--- config.mk ---
export PLATFORM = sky130hd
export DESIGN_NAME = kth_of_two_quadratic_sequences_unit
export DESIGN_NICKNAME = d
export VERILOG_FILES = /design/src/rtl/core/kqs_pkg.sv /design/src/rtl/core/kth_of_two_quadratic_sequences_unit.sv /design/src/rtl/core/kqs_quad_eval.sv /design/src/rtl/core/kqs_datapath.sv /design/src/rtl/core/kqs_ctrl.sv
export SDC_FILE = /design/constraint.sdc
export NUM_CORES = 2
export LEC_CHECK = 0
export BUFFER_PORTS_ARGS = -buffer_cell sky130_fd_sc_hd__buf_2
export CAP_MARGIN = 30
export CORE_UTILIZATION = 30
export DETAILED_ROUTE_END_ITERATION = 10
export GPL_ROUTABILITY_DRIVEN = 0
export PLACE_DENSITY = 0.4
export SLEW_MARGIN = 20
export SYNTH_ARGS = -nofsm -noshare
export SYNTH_HDL_FRONTEND = slang
export SYNTH_SLANG_ARGS = --single-unit
--- constraint.sdc ---
create_clock -name clk_i -period 16.4 [get_ports clk_i]
set_clock_uncertainty 0.05 [all_clocks]
set_input_delay 1.64 -clock clk_i [delete_from_list [all_inputs] [get_ports clk_i]]
set_output_delay 1.64 -clock clk_i [all_outputs]
set_load 0.05 [all_outputs]
--- src/rtl/core/kqs_pkg.sv ---
// ----------------------------------------------------------------------------
// kqs_pkg: shared types and constants of the quadratic rank selector
// Word widths, parameter defaults and the controller/datapath interface.
// ----------------------------------------------------------------------------
`timescale 1ns / 1ps
`default_nettype none

package kqs_pkg;

  // Fixed field widths
  localparam int unsigned RANK_W = 21;   // rank field
  localparam int unsigned KTH_W  = 57;   // result field
  localparam int unsigned VAL_W  = 64;   // wrapping evaluation width

  // Parameter defaults
  localparam int unsigned MAX_RANK_DEF  = 1048576;
  localparam int unsigned COEF_BITS_DEF = 16;

  // Which sequence and which point to evaluate
  typedef enum logic [1:0] {
    EV_A_I   = 2'd0,   // a(i)
    EV_A_IM1 = 2'd1,   // a(i-1)
    EV_B_J   = 2'd2,   // b(j)
    EV_B_JM1 = 2'd3    // b(j-1)
  } eval_sel_e;

  // Controller to datapath commands
  typedef struct packed {
    logic      load;        // capture a new input word
    logic      split;       // i = (lo+hi)/2, j = n-i
    logic      lo_up;       // lo = i+1
    logic      hi_down;     // hi = i-1
    logic      eval_start;  // launch one polynomial evaluation
    eval_sel_e eval_sel;
    logic      save_va;     // keep the evaluation as the a-side value
    logic      save_vb;     // keep the evaluation as the b-side value
    logic      res_zero;    // result = 0 (search ran out)
    logic      res_val;     // result = latest evaluation
    logic      res_va;      // result = saved a-side value
    logic      out_load;    // move result into the output register
  } kqs_cmd_t;

  // Datapath to controller status
  typedef struct packed {
    logic in_order;   // lo <= hi
    logic i_zero;
    logic j_zero;
    logic i_lt_n;
    logic j_lt_n;
    logic eval_done;  // evaluation value valid this cycle
    logic vb_gt;      // saved b-side value > evaluation
    logic va_gt;      // saved a-side value > evaluation
    logic out_free;   // output register can take a word
  } kqs_stat_t;

endpackage

`default_nettype wire

--- src/rtl/core/kth_of_two_quadratic_sequences_unit.sv ---
// Search: S steps on the split point, S <= floor(log2(rank+1))+1 (21 at the
//   largest rank); a search that runs out gives the result zero, and the
//   result word may wait for the output register.
// Throughput: one word at a time; each polynomial evaluation uses the single
//   shared 33-bit multiplier (two passes per product, two products).
// Reset: asynchronous, active low; clears the sequencer, evaluator and out valid.
// ----------------------------------------------------------------------------
// kth_of_two_quadratic_sequences_unit: rank selection over two quadratics
// Returns the rank-th smallest element of the merge of a(i)=a2*i*i+a1*i+a0
// and b(j)=b2*j*j+b1*j+b0 by a binary search on the split point.
// ----------------------------------------------------------------------------
`timescale 1ns / 1ps
`default_nettype none

module kth_of_two_quadratic_sequences_unit
  import kqs_pkg::*;
#(
  parameter int unsigned MAX_RANK  = MAX_RANK_DEF,
  parameter int unsigned COEF_BITS = COEF_BITS_DEF
) (
  input  wire logic                        clk_i,
  input  wire logic                        rst_ni,
  // input channel
  input  wire logic                        in_valid_i,
  output logic                             in_stall_o,
  input  wire logic signed [COEF_BITS-1:0] coef_a2_i,
  input  wire logic signed [COEF_BITS-1:0] coef_a1_i,
  input  wire logic signed [COEF_BITS-1:0] coef_a0_i,
  input  wire logic signed [COEF_BITS-1:0] coef_b2_i,
  input  wire logic signed [COEF_BITS-1:0] coef_b1_i,
  input  wire logic signed [COEF_BITS-1:0] coef_b0_i,
  input  wire logic [RANK_W-1:0]           rank_i,
  // output channel
  output logic                             out_valid_o,
  input  wire logic                        out_stall_i,
  output logic signed [KTH_W-1:0]          kth_value_o
);

  // Rank bits, and signed width for bounds and split points: lo+hi
  // is at most 2*rank and the evaluation point can drop to -1.
  localparam int unsigned NB = $clog2(MAX_RANK + 1);
  localparam int unsigned SW = NB + 2;

  kqs_cmd_t  cmd;
  kqs_stat_t stat;
  logic      idle;

  // The sequencer only takes a word in its idle state. A finished word
  // waits in the output register, so the next word can start meanwhile.
  kqs_ctrl u_ctrl (
    .clk_i      (clk_i),
    .rst_ni     (rst_ni),
    .in_valid_i (in_valid_i),
    .stat_i     (stat),
    .cmd_o      (cmd),
    .idle_o     (idle)
  );

  // Bounds, split point, saved a/b values, evaluator and output register
  kqs_datapath #(
    .MAX_RANK  (MAX_RANK),
    .COEF_BITS (COEF_BITS),
    .NB        (NB),
    .SW        (SW)
  ) u_dp (
    .clk_i       (clk_i),
    .rst_ni      (rst_ni),
    .cmd_i       (cmd),
    .stat_o      (stat),
    .coef_a2_i   (coef_a2_i),
    .coef_a1_i   (coef_a1_i),
    .coef_a0_i   (coef_a0_i),
    .coef_b2_i   (coef_b2_i),
    .coef_b1_i   (coef_b1_i),
    .coef_b0_i   (coef_b0_i),
    .rank_i      (rank_i),
    .out_stall_i (out_stall_i),
    .out_valid_o (out_valid_o),
    .kth_value_o (kth_value_o)
  );

  // Hold off new words while a search is running
  assign in_stall_o = !idle;

endmodule

`default_nettype wire

--- src/rtl/core/kqs_quad_eval.sv ---
// ----------------------------------------------------------------------------
// kqs_quad_eval: shared quadratic evaluator
// Computes (c2*t + c1)*t + c0 modulo 2^64 with one 33-bit by SW-bit
// multiplier, two passes per product (low half, then high half).
// ----------------------------------------------------------------------------
`timescale 1ns / 1ps
`default_nettype none

module kqs_quad_eval
  import kqs_pkg::*;
#(
  parameter int unsigned COEF_BITS = COEF_BITS_DEF,
  parameter int unsigned SW        = 23
) (
  input  wire logic                        clk_i,
  input  wire logic                        rst_ni,
  input  wire logic                        start_i,
  input  wire logic signed [COEF_BITS-1:0] c2_i,
  input  wire logic signed [COEF_BITS-1:0] c1_i,
  input  wire logic signed [COEF_BITS-1:0] c0_i,
  input  wire logic signed [SW-1:0]        t_i,
  output logic signed [VAL_W-1:0]          value_o,
  output logic                             done_o
);

  localparam int unsigned HALF_W = VAL_W / 2;
  localparam int unsigned PW     = HALF_W + 1 + SW;

  logic                        busy_q;
  logic [1:0]                  step_q;
  logic                        done_q;
  logic [VAL_W-1:0]            acc_q, acc_d;
  logic [VAL_W-1:0]            part_q;
  logic signed [COEF_BITS-1:0] c1_q, c0_q;
  logic signed [SW-1:0]        t_q;

  logic signed [HALF_W:0]      a_op;
  logic signed [PW-1:0]        prod;
  logic [VAL_W-1:0]            prod_ext;
  logic signed [COEF_BITS-1:0] addend_c;
  logic [VAL_W-1:0]            addend;

  // step[0] picks the half of the accumulator, step[1] the addend
  assign a_op     = $signed({1'b0, (step_q[0] ? acc_q[VAL_W-1:HALF_W] : acc_q[HALF_W-1:0])});
  assign prod     = a_op * t_q;
  assign prod_ext = {{(VAL_W-PW){prod[PW-1]}}, prod};
  assign addend_c = step_q[1] ? c0_q : c1_q;
  assign addend   = {{(VAL_W-COEF_BITS){addend_c[COEF_BITS-1]}}, addend_c};
  assign acc_d    = part_q + {prod[HALF_W-1:0], {HALF_W{1'b0}}} + addend;

  always_ff @(posedge clk_i or negedge rst_ni) begin
    if (!rst_ni) begin
      busy_q <= 1'b0;
      step_q <= '0;
      done_q <= 1'b0;
    end else begin
      done_q <= 1'b0;
      if (start_i) begin
        busy_q <= 1'b1;
        step_q <= '0;
      end else if (busy_q) begin
        step_q <= step_q + 2'd1;
        if (step_q == 2'd3) begin
          busy_q <= 1'b0;
          done_q <= 1'b1;
        end
      end
    end
  end

  always_ff @(posedge clk_i) begin
    if (start_i) begin
      acc_q <= {{(VAL_W-COEF_BITS){c2_i[COEF_BITS-1]}}, c2_i};
      c1_q  <= c1_i;
      c0_q  <= c0_i;
      t_q   <= t_i;
    end else if (busy_q) begin
      if (!step_q[0]) begin
        part_q <= prod_ext;
      end else begin
        acc_q <= acc_d;
      end
    end
  end

  assign value_o = $signed(acc_q);
  assign done_o  = done_q;

endmodule

`default_nettype wire

--- src/rtl/core/kqs_datapath.sv ---
// ----------------------------------------------------------------------------
// kqs_datapath: search bounds, saved values and output register
// Holds the item, the split search state and the result word.
// ----------------------------------------------------------------------------
`timescale 1ns / 1ps
`default_nettype none

module kqs_datapath
  import kqs_pkg::*;
#(
  parameter int unsigned MAX_RANK  = MAX_RANK_DEF,
  parameter int unsigned COEF_BITS = COEF_BITS_DEF,
  parameter int unsigned NB        = 21,
  parameter int unsigned SW        = 23
) (
  input  wire logic                        clk_i,
  input  wire logic                        rst_ni,
  input  wire kqs_cmd_t                    cmd_i,
  output kqs_stat_t                        stat_o,
  input  wire logic signed [COEF_BITS-1:0] coef_a2_i,
  input  wire logic signed [COEF_BITS-1:0] coef_a1_i,
  input  wire logic signed [COEF_BITS-1:0] coef_a0_i,
  input  wire logic signed [COEF_BITS-1:0] coef_b2_i,
  input  wire logic signed [COEF_BITS-1:0] coef_b1_i,
  input  wire logic signed [COEF_BITS-1:0] coef_b0_i,
  input  wire logic [RANK_W-1:0]           rank_i,
  input  wire logic                        out_stall_i,
  output logic                             out_valid_o,
  output logic signed [KTH_W-1:0]          kth_value_o
);

  localparam int unsigned CW = (RANK_W > NB) ? RANK_W : NB;
  localparam logic [CW-1:0]        MAX_C = CW'(MAX_RANK);
  localparam logic signed [SW-1:0] ONE_S = SW'(1);

  logic signed [COEF_BITS-1:0] a2_q, a1_q, a0_q, b2_q, b1_q, b0_q;
  logic [NB-1:0]               n_q;
  logic signed [SW-1:0]        lo_q, hi_q, i_q, j_q;
  logic signed [VAL_W-1:0]     va_q, vb_q, res_q;
  logic                        out_valid_q;
  logic signed [KTH_W-1:0]     kth_q;

  logic [CW-1:0]               rank_c, n_sat;
  logic [NB-1:0]               n_new;
  logic signed [SW-1:0]        n_s, sum, i_d, j_d, t_sel;
  logic signed [COEF_BITS-1:0] c2_sel, c1_sel, c0_sel;
  logic signed [VAL_W-1:0]     ev_val;
  logic                        ev_done;

  // Saturate the rank
  assign rank_c = CW'(rank_i);
  assign n_sat  = (rank_c > MAX_C) ? MAX_C : rank_c;
  assign n_new  = n_sat[NB-1:0];

  assign n_s = $signed({2'b00, n_q});
  assign sum = lo_q + hi_q;
  assign i_d = sum >>> 1;
  assign j_d = n_s - i_d;

  always_comb begin
    unique case (cmd_i.eval_sel)
      EV_A_I:   t_sel = i_q;
      EV_A_IM1: t_sel = i_q - ONE_S;
      EV_B_J:   t_sel = j_q;
      EV_B_JM1: t_sel = j_q - ONE_S;
      default:  t_sel = i_q;
    endcase
  end

  always_comb begin
    if (cmd_i.eval_sel == EV_A_I || cmd_i.eval_sel == EV_A_IM1) begin
      c2_sel = a2_q;
      c1_sel = a1_q;
      c0_sel = a0_q;
    end else begin
      c2_sel = b2_q;
      c1_sel = b1_q;
      c0_sel = b0_q;
    end
  end

  kqs_quad_eval #(
    .COEF_BITS (COEF_BITS),
    .SW        (SW)
  ) u_eval (
    .clk_i   (clk_i),
    .rst_ni  (rst_ni),
    .start_i (cmd_i.eval_start),
    .c2_i    (c2_sel),
    .c1_i    (c1_sel),
    .c0_i    (c0_sel),
    .t_i     (t_sel),
    .value_o (ev_val),
    .done_o  (ev_done)
  );

  always_ff @(posedge clk_i) begin
    if (cmd_i.load) begin
      a2_q <= coef_a2_i;
      a1_q <= coef_a1_i;
      a0_q <= coef_a0_i;
      b2_q <= coef_b2_i;
      b1_q <= coef_b1_i;
      b0_q <= coef_b0_i;
      n_q  <= n_new;
      lo_q <= '0;
      hi_q <= $signed({2'b00, n_new});
    end
    if (cmd_i.split) begin
      i_q <= i_d;
      j_q <= j_d;
    end
    if (cmd_i.lo_up) begin
      lo_q <= i_q + ONE_S;
    end
    if (cmd_i.hi_down) begin
      hi_q <= i_q - ONE_S;
    end
    if (cmd_i.save_va) begin
      va_q <= ev_val;
    end
    if (cmd_i.save_vb) begin
      vb_q <= ev_val;
    end
    priority if (cmd_i.res_zero) begin
      res_q <= '0;
    end else if (cmd_i.res_va) begin
      res_q <= va_q;
    end else if (cmd_i.res_val) begin
      res_q <= ev_val;
    end
    if (cmd_i.out_load) begin
      kth_q <= res_q[KTH_W-1:0];
    end
  end

  always_ff @(posedge clk_i or negedge rst_ni) begin
    if (!rst_ni) begin
      out_valid_q <= 1'b0;
    end else if (cmd_i.out_load) begin
      out_valid_q <= 1'b1;
    end else if (!out_stall_i) begin
      out_valid_q <= 1'b0;
    end
  end

  always_comb begin
    stat_o.in_order  = (lo_q <= hi_q);
    stat_o.i_zero    = (i_q == '0);
    stat_o.j_zero    = (j_q == '0);
    stat_o.i_lt_n    = (i_q < n_s);
    stat_o.j_lt_n    = (j_q < n_s);
    stat_o.eval_done = ev_done;
    stat_o.vb_gt     = (vb_q > ev_val);
    stat_o.va_gt     = (va_q > ev_val);
    stat_o.out_free  = !out_valid_q || !out_stall_i;
  end

  assign out_valid_o = out_valid_q;
  assign kth_value_o = kth_q;

endmodule

`default_nettype wire

--- src/rtl/core/kqs_ctrl.sv ---
// ----------------------------------------------------------------------------
// kqs_ctrl: search sequencer
// Walks the binary search on the split point and orders the evaluations.
// ----------------------------------------------------------------------------
`timescale 1ns / 1ps
`default_nettype none

module kqs_ctrl
  import kqs_pkg::*;
(
  input  wire logic      clk_i,
  input  wire logic      rst_ni,
  input  wire logic      in_valid_i,
  input  wire kqs_stat_t stat_i,
  output kqs_cmd_t       cmd_o,
  output logic           idle_o
);

  typedef enum logic [11:0] {
    S_IDLE  = 12'b0000_0000_0001,
    S_SPLIT = 12'b0000_0000_0010,
    S_CHK1  = 12'b0000_0000_0100,
    S_E1B   = 12'b0000_0000_1000,
    S_E1A   = 12'b0000_0001_0000,
    S_CHK2  = 12'b0000_0010_0000,
    S_E2A   = 12'b0000_0100_0000,
    S_E2B   = 12'b0000_1000_0000,
    S_FIN   = 12'b0001_0000_0000,
    S_FA    = 12'b0010_0000_0000,
    S_FB    = 12'b0100_0000_0000,
    S_OUT   = 12'b1000_0000_0000
  } ctrl_state_e;

  ctrl_state_e state_q, state_d;

  always_comb begin
    state_d = state_q;
    cmd_o   = '0;
    unique case (state_q)
      S_IDLE: begin
        if (in_valid_i) begin
          cmd_o.load = 1'b1;
          state_d    = S_SPLIT;
        end
      end
      S_SPLIT: begin
        if (stat_i.in_order) begin
          cmd_o.split = 1'b1;
          state_d     = S_CHK1;
        end else begin
          cmd_o.res_zero = 1'b1;
          state_d        = S_OUT;
        end
      end
      S_CHK1: begin
        // need b(j-1) > a(i) to move lo up
        if (stat_i.i_lt_n && !stat_i.j_zero) begin
          cmd_o.eval_start = 1'b1;
          cmd_o.eval_sel   = EV_B_JM1;
          state_d          = S_E1B;
        end else begin
          state_d = S_CHK2;
        end
      end
      S_E1B: begin
        if (stat_i.eval_done) begin
          cmd_o.save_vb    = 1'b1;
          cmd_o.eval_start = 1'b1;
          cmd_o.eval_sel   = EV_A_I;
          state_d          = S_E1A;
        end
      end
      S_E1A: begin
        if (stat_i.eval_done) begin
          if (stat_i.vb_gt) begin
            cmd_o.lo_up = 1'b1;
            state_d     = S_SPLIT;
          end else begin
            state_d = S_CHK2;
          end
        end
      end
      S_CHK2: begin
        // need a(i-1) > b(j) to move hi down
        if (!stat_i.i_zero && stat_i.j_lt_n) begin
          cmd_o.eval_start = 1'b1;
          cmd_o.eval_sel   = EV_A_IM1;
          state_d          = S_E2A;
        end else begin
          state_d = S_FIN;
        end
      end
      S_E2A: begin
        if (stat_i.eval_done) begin
          cmd_o.save_va    = 1'b1;
          cmd_o.eval_start = 1'b1;
          cmd_o.eval_sel   = EV_B_J;
          state_d          = S_E2B;
        end
      end
      S_E2B: begin
        if (stat_i.eval_done) begin
          if (stat_i.va_gt) begin
            cmd_o.hi_down = 1'b1;
            state_d       = S_SPLIT;
          end else begin
            state_d = S_FIN;
          end
        end
      end
      S_FIN: begin
        cmd_o.eval_start = 1'b1;
        if (stat_i.i_zero) begin
          cmd_o.eval_sel = EV_B_JM1;
          state_d        = S_FB;
        end else begin
          cmd_o.eval_sel = EV_A_IM1;
          state_d        = S_FA;
        end
      end
      S_FA: begin
        if (stat_i.eval_done) begin
          if (stat_i.j_zero) begin
            cmd_o.res_val = 1'b1;
            state_d       = S_OUT;
          end else begin
            cmd_o.save_va    = 1'b1;
            cmd_o.eval_start = 1'b1;
            cmd_o.eval_sel   = EV_B_JM1;
            state_d          = S_FB;
          end
        end
      end
      S_FB: begin
        if (stat_i.eval_done) begin
          // larger of the two left-side values
          if (!stat_i.i_zero && stat_i.va_gt) begin
            cmd_o.res_va = 1'b1;
          end else begin
            cmd_o.res_val = 1'b1;
          end
          state_d = S_OUT;
        end
      end
      S_OUT: begin
        if (stat_i.out_free) begin
          cmd_o.out_load = 1'b1;
          state_d        = S_IDLE;
        end
      end
      default: begin
        state_d = S_IDLE;
      end
    endcase
  end

  always_ff @(posedge clk_i or negedge rst_ni) begin
    if (!rst_ni) begin
      state_q <= S_IDLE;
    end else begin
      state_q <= state_d;
    end
  end

  assign idle_o = (state_q == S_IDLE);

endmodule

`default_nettype wire

==> results.ini <==
[run_status]
status=completed

[grt]
grtUsageTotal=0.200
grt_pass1_vias=44900
grt_first_pass_wirelength_mm=301
grt_start_max_net_pins=66
grt-ovfl-total=0
grt_antenna_before_repair=14

[layout]
regArea_mm2=0.0186
drive_gt1_frac=0.0839
multi_input_area_mm2=0.0370
fillerInstances=20200
layout.nets=7375
layout_commonest_cell=inv_1
mostFrequentLayoutCells=inv_1, nand2_1, fa_1
areaGrowthSynthToFinish_pct=11.7

[floorplanning]
io_pins=180
die_h_um=449
num_rows=163
initial_core_util=0.303
die-area_mm2=0.202
die_w_um=449
core_mm2=0.198

[yosys]
synth_edf_count=568
yosys_warnings=0
synth_top_area_frac=0.284
synth_top_family_by_area=adder cells
avgSynthCellArea_um2=10.1
yosysUniqueCellTypes=81
synth.area.mux_share=0.0118
ys_seq_area_frac=0.310
async_flop_share=0.0265
syn_area_mm2=0.0601
synth.net_count=7274
synthSimpleGateAreaFrac=0.139
synth-xor-area-share=0.0335
synthTopCellsByArea=edfxtp_1, fa_1, ha_1, inv_1, nand2_1
synth_fa_ha_area_frac=0.335
synthFlopType=edfxtp_1
synth_top_area_cell=edfxtp_1
synthesis.instances=5941
synth_compound_area_frac=0.0919
synth_seq_cells=642

[detailed_routing]
wl_per_cell_um=22.9
viasPerCell=4.86
drc=0
postRouteAntennaNets=0
dr.pass1.iters=5
dr_total_vias=42500
routed_wl_mm=200
drt_iter0_markers=2656

[cts]
cts_sinks=642
cts_buffer_depth=3
htree_levels=3
post_cts_buffers=0
cts_tree=yes
clk_pin_slew_ns=0.06
clk-insertion-delay-late_ns=0.71
post_cts_resized=0
root_buffer=clkbuf_16
hold_buffers=0
numCtsBuffers=80

[critical_path]
critPathLaunchType=flip-flop
max_stage_delay_ns=0.89
cp-end-kind=flip-flop
critPathKind=flip-flop to flip-flop
crit_top_cell=fa_1
arrival_ns=11.85
crit_fanout=63
cp.required_ns=16.76
cp_slowest_cell=o21a_1

[hold_path]
hp-class=flip-flop to flip-flop

[timing]
max_slew.worst_pin.slew_ns=1.02
hold_viol_final=0
fin_crit_sh=0.700
min_period_ns=11.49
slew_viol_final=0
rsz0062_at_grt=false
fmax_mhz=87.0
slew_headroom=0.315
setup_viol=0
setup_tns_ns=0

[placed_design]
dp_hpwl_mm=154
numPortBuffers=179

[job]
drv_cap=0

==> critical path: cells and delay by family, from the launching register on <==
kind | cells | cell delay (ns)
fa+ha+maj | 10 | 4.98
compound gates | 7 | 2.54
simple gates | 6 | 1.05
buf+inv | 7 | 1.15
xor+xnor | 2 | 0.70
flops | 1 | 0.63
==> synth_stat cells, drive strengths merged, types with 70 or more instances <==
| master | count |
|---|---|
| a21o | 133 |
| a21oi | 236 |
| and2 | 262 |
| clkbuf | 225 |
| edfxtp | 568 |
| fa | 664 |
| ha | 548 |
| inv | 998 |
| nand2 | 687 |
| nand4 | 70 |
| nor2 | 214 |
| nor2b | 183 |
| o21ai | 185 |
| xnor2 | 157 |
| xor2 | 73 |
==> cells by family (layout without fill, tap and decap cells) <==
family,Yosys count,in the layout
other cells,0,3
simple gates,1700,1700
compound gates,843,843
fa+ha+maj,1212,1212
mux,66,66
flops,642,642
buf+inv,1248,1410
xor+xnor,230,230
==> state kept, by name (all words and copies together), names as in the netlist, 12 cells and up <==
name / cells
u_ctrl.state_q: 12
u_dp.a0_q: 16
u_dp.a1_q: 16
u_dp.a2_q: 16
u_dp.b0_q: 16
u_dp.b1_q: 16
u_dp.b2_q: 16
u_dp.hi_q: 23
u_dp.i_q: 22
u_dp.j_q: 23
u_dp.kth_value_o: 57
u_dp.lo_q: 23
u_dp.n_q: 21
u_dp.res_q: 57
u_dp.u_eval.c0_q: 16
u_dp.u_eval.c1_q: 16
u_dp.u_eval.part_q: 56
u_dp.u_eval.t_q: 23
u_dp.u_eval.value_o: 64
u_dp.va_q: 64
u_dp.vb_q: 64
==> cell type report <==
class                   count  share of cell area
repair buffers            268              0.0244
diodes                      3            0.000112
clock buffers              97              0.0316
multi-input cells        4051               0.552
inverters                 999              0.0559
well taps                2640              0.0492
flip-flops and latches    642               0.278
clock inverters            46             0.00946
==> through the flow <==
step	worst slack [ns]	std cells	hold slack, ns	instance area (um^2)	utilization
after floorplan	6.96	5941	0.350	60100	-
after global placement	4.99	8589	0.359	64100	0.324
after detailed placement	4.95	8598	0.357	64300	0.325
after CTS	4.89	8741	0.348	67100	0.339
after global routing	4.43	8743	0.361	67100	0.339
final	4.91	8746	0.358	67100	0.339
==> per-layer routing <==
layer / up-vias / share of wire / GRT usage / wire length (um)
met3: 171 / 0.042 / 0.0241 / 8490
met4: 16 / 0.016 / 0.0362 / 3260
met1: 21700 / 0.48 / 0.285 / 95600
met5: - / 0.00051 / 0 / 103
met2: 920 / 0.46 / 0.326 / 92900
li1: 19800 / - / - / -
==> final timing paths <==
check	start	end	slack (ns)	cells after the start
max	u_dp.u_eval.step_q[0]	u_dp.u_eval.value_o[63]	4.91	32
min	u_dp.res_q[50]	u_dp.kth_value_o[50]	0.36	0
max reg2reg	u_dp.u_eval.step_q[0]	u_dp.u_eval.value_o[63]	4.91	32
min reg2reg	u_dp.res_q[50]	u_dp.kth_value_o[50]	0.36	0
max in group asynchronous	rst_ni	u_dp.u_eval.step_q[0]	15.04	1
min in group asynchronous	rst_ni	u_ctrl.state_q[3]	0.87	1
Power is not shown: default switching activity piles up to over one toggle a cycle in this logic, so the estimate is an artifact.
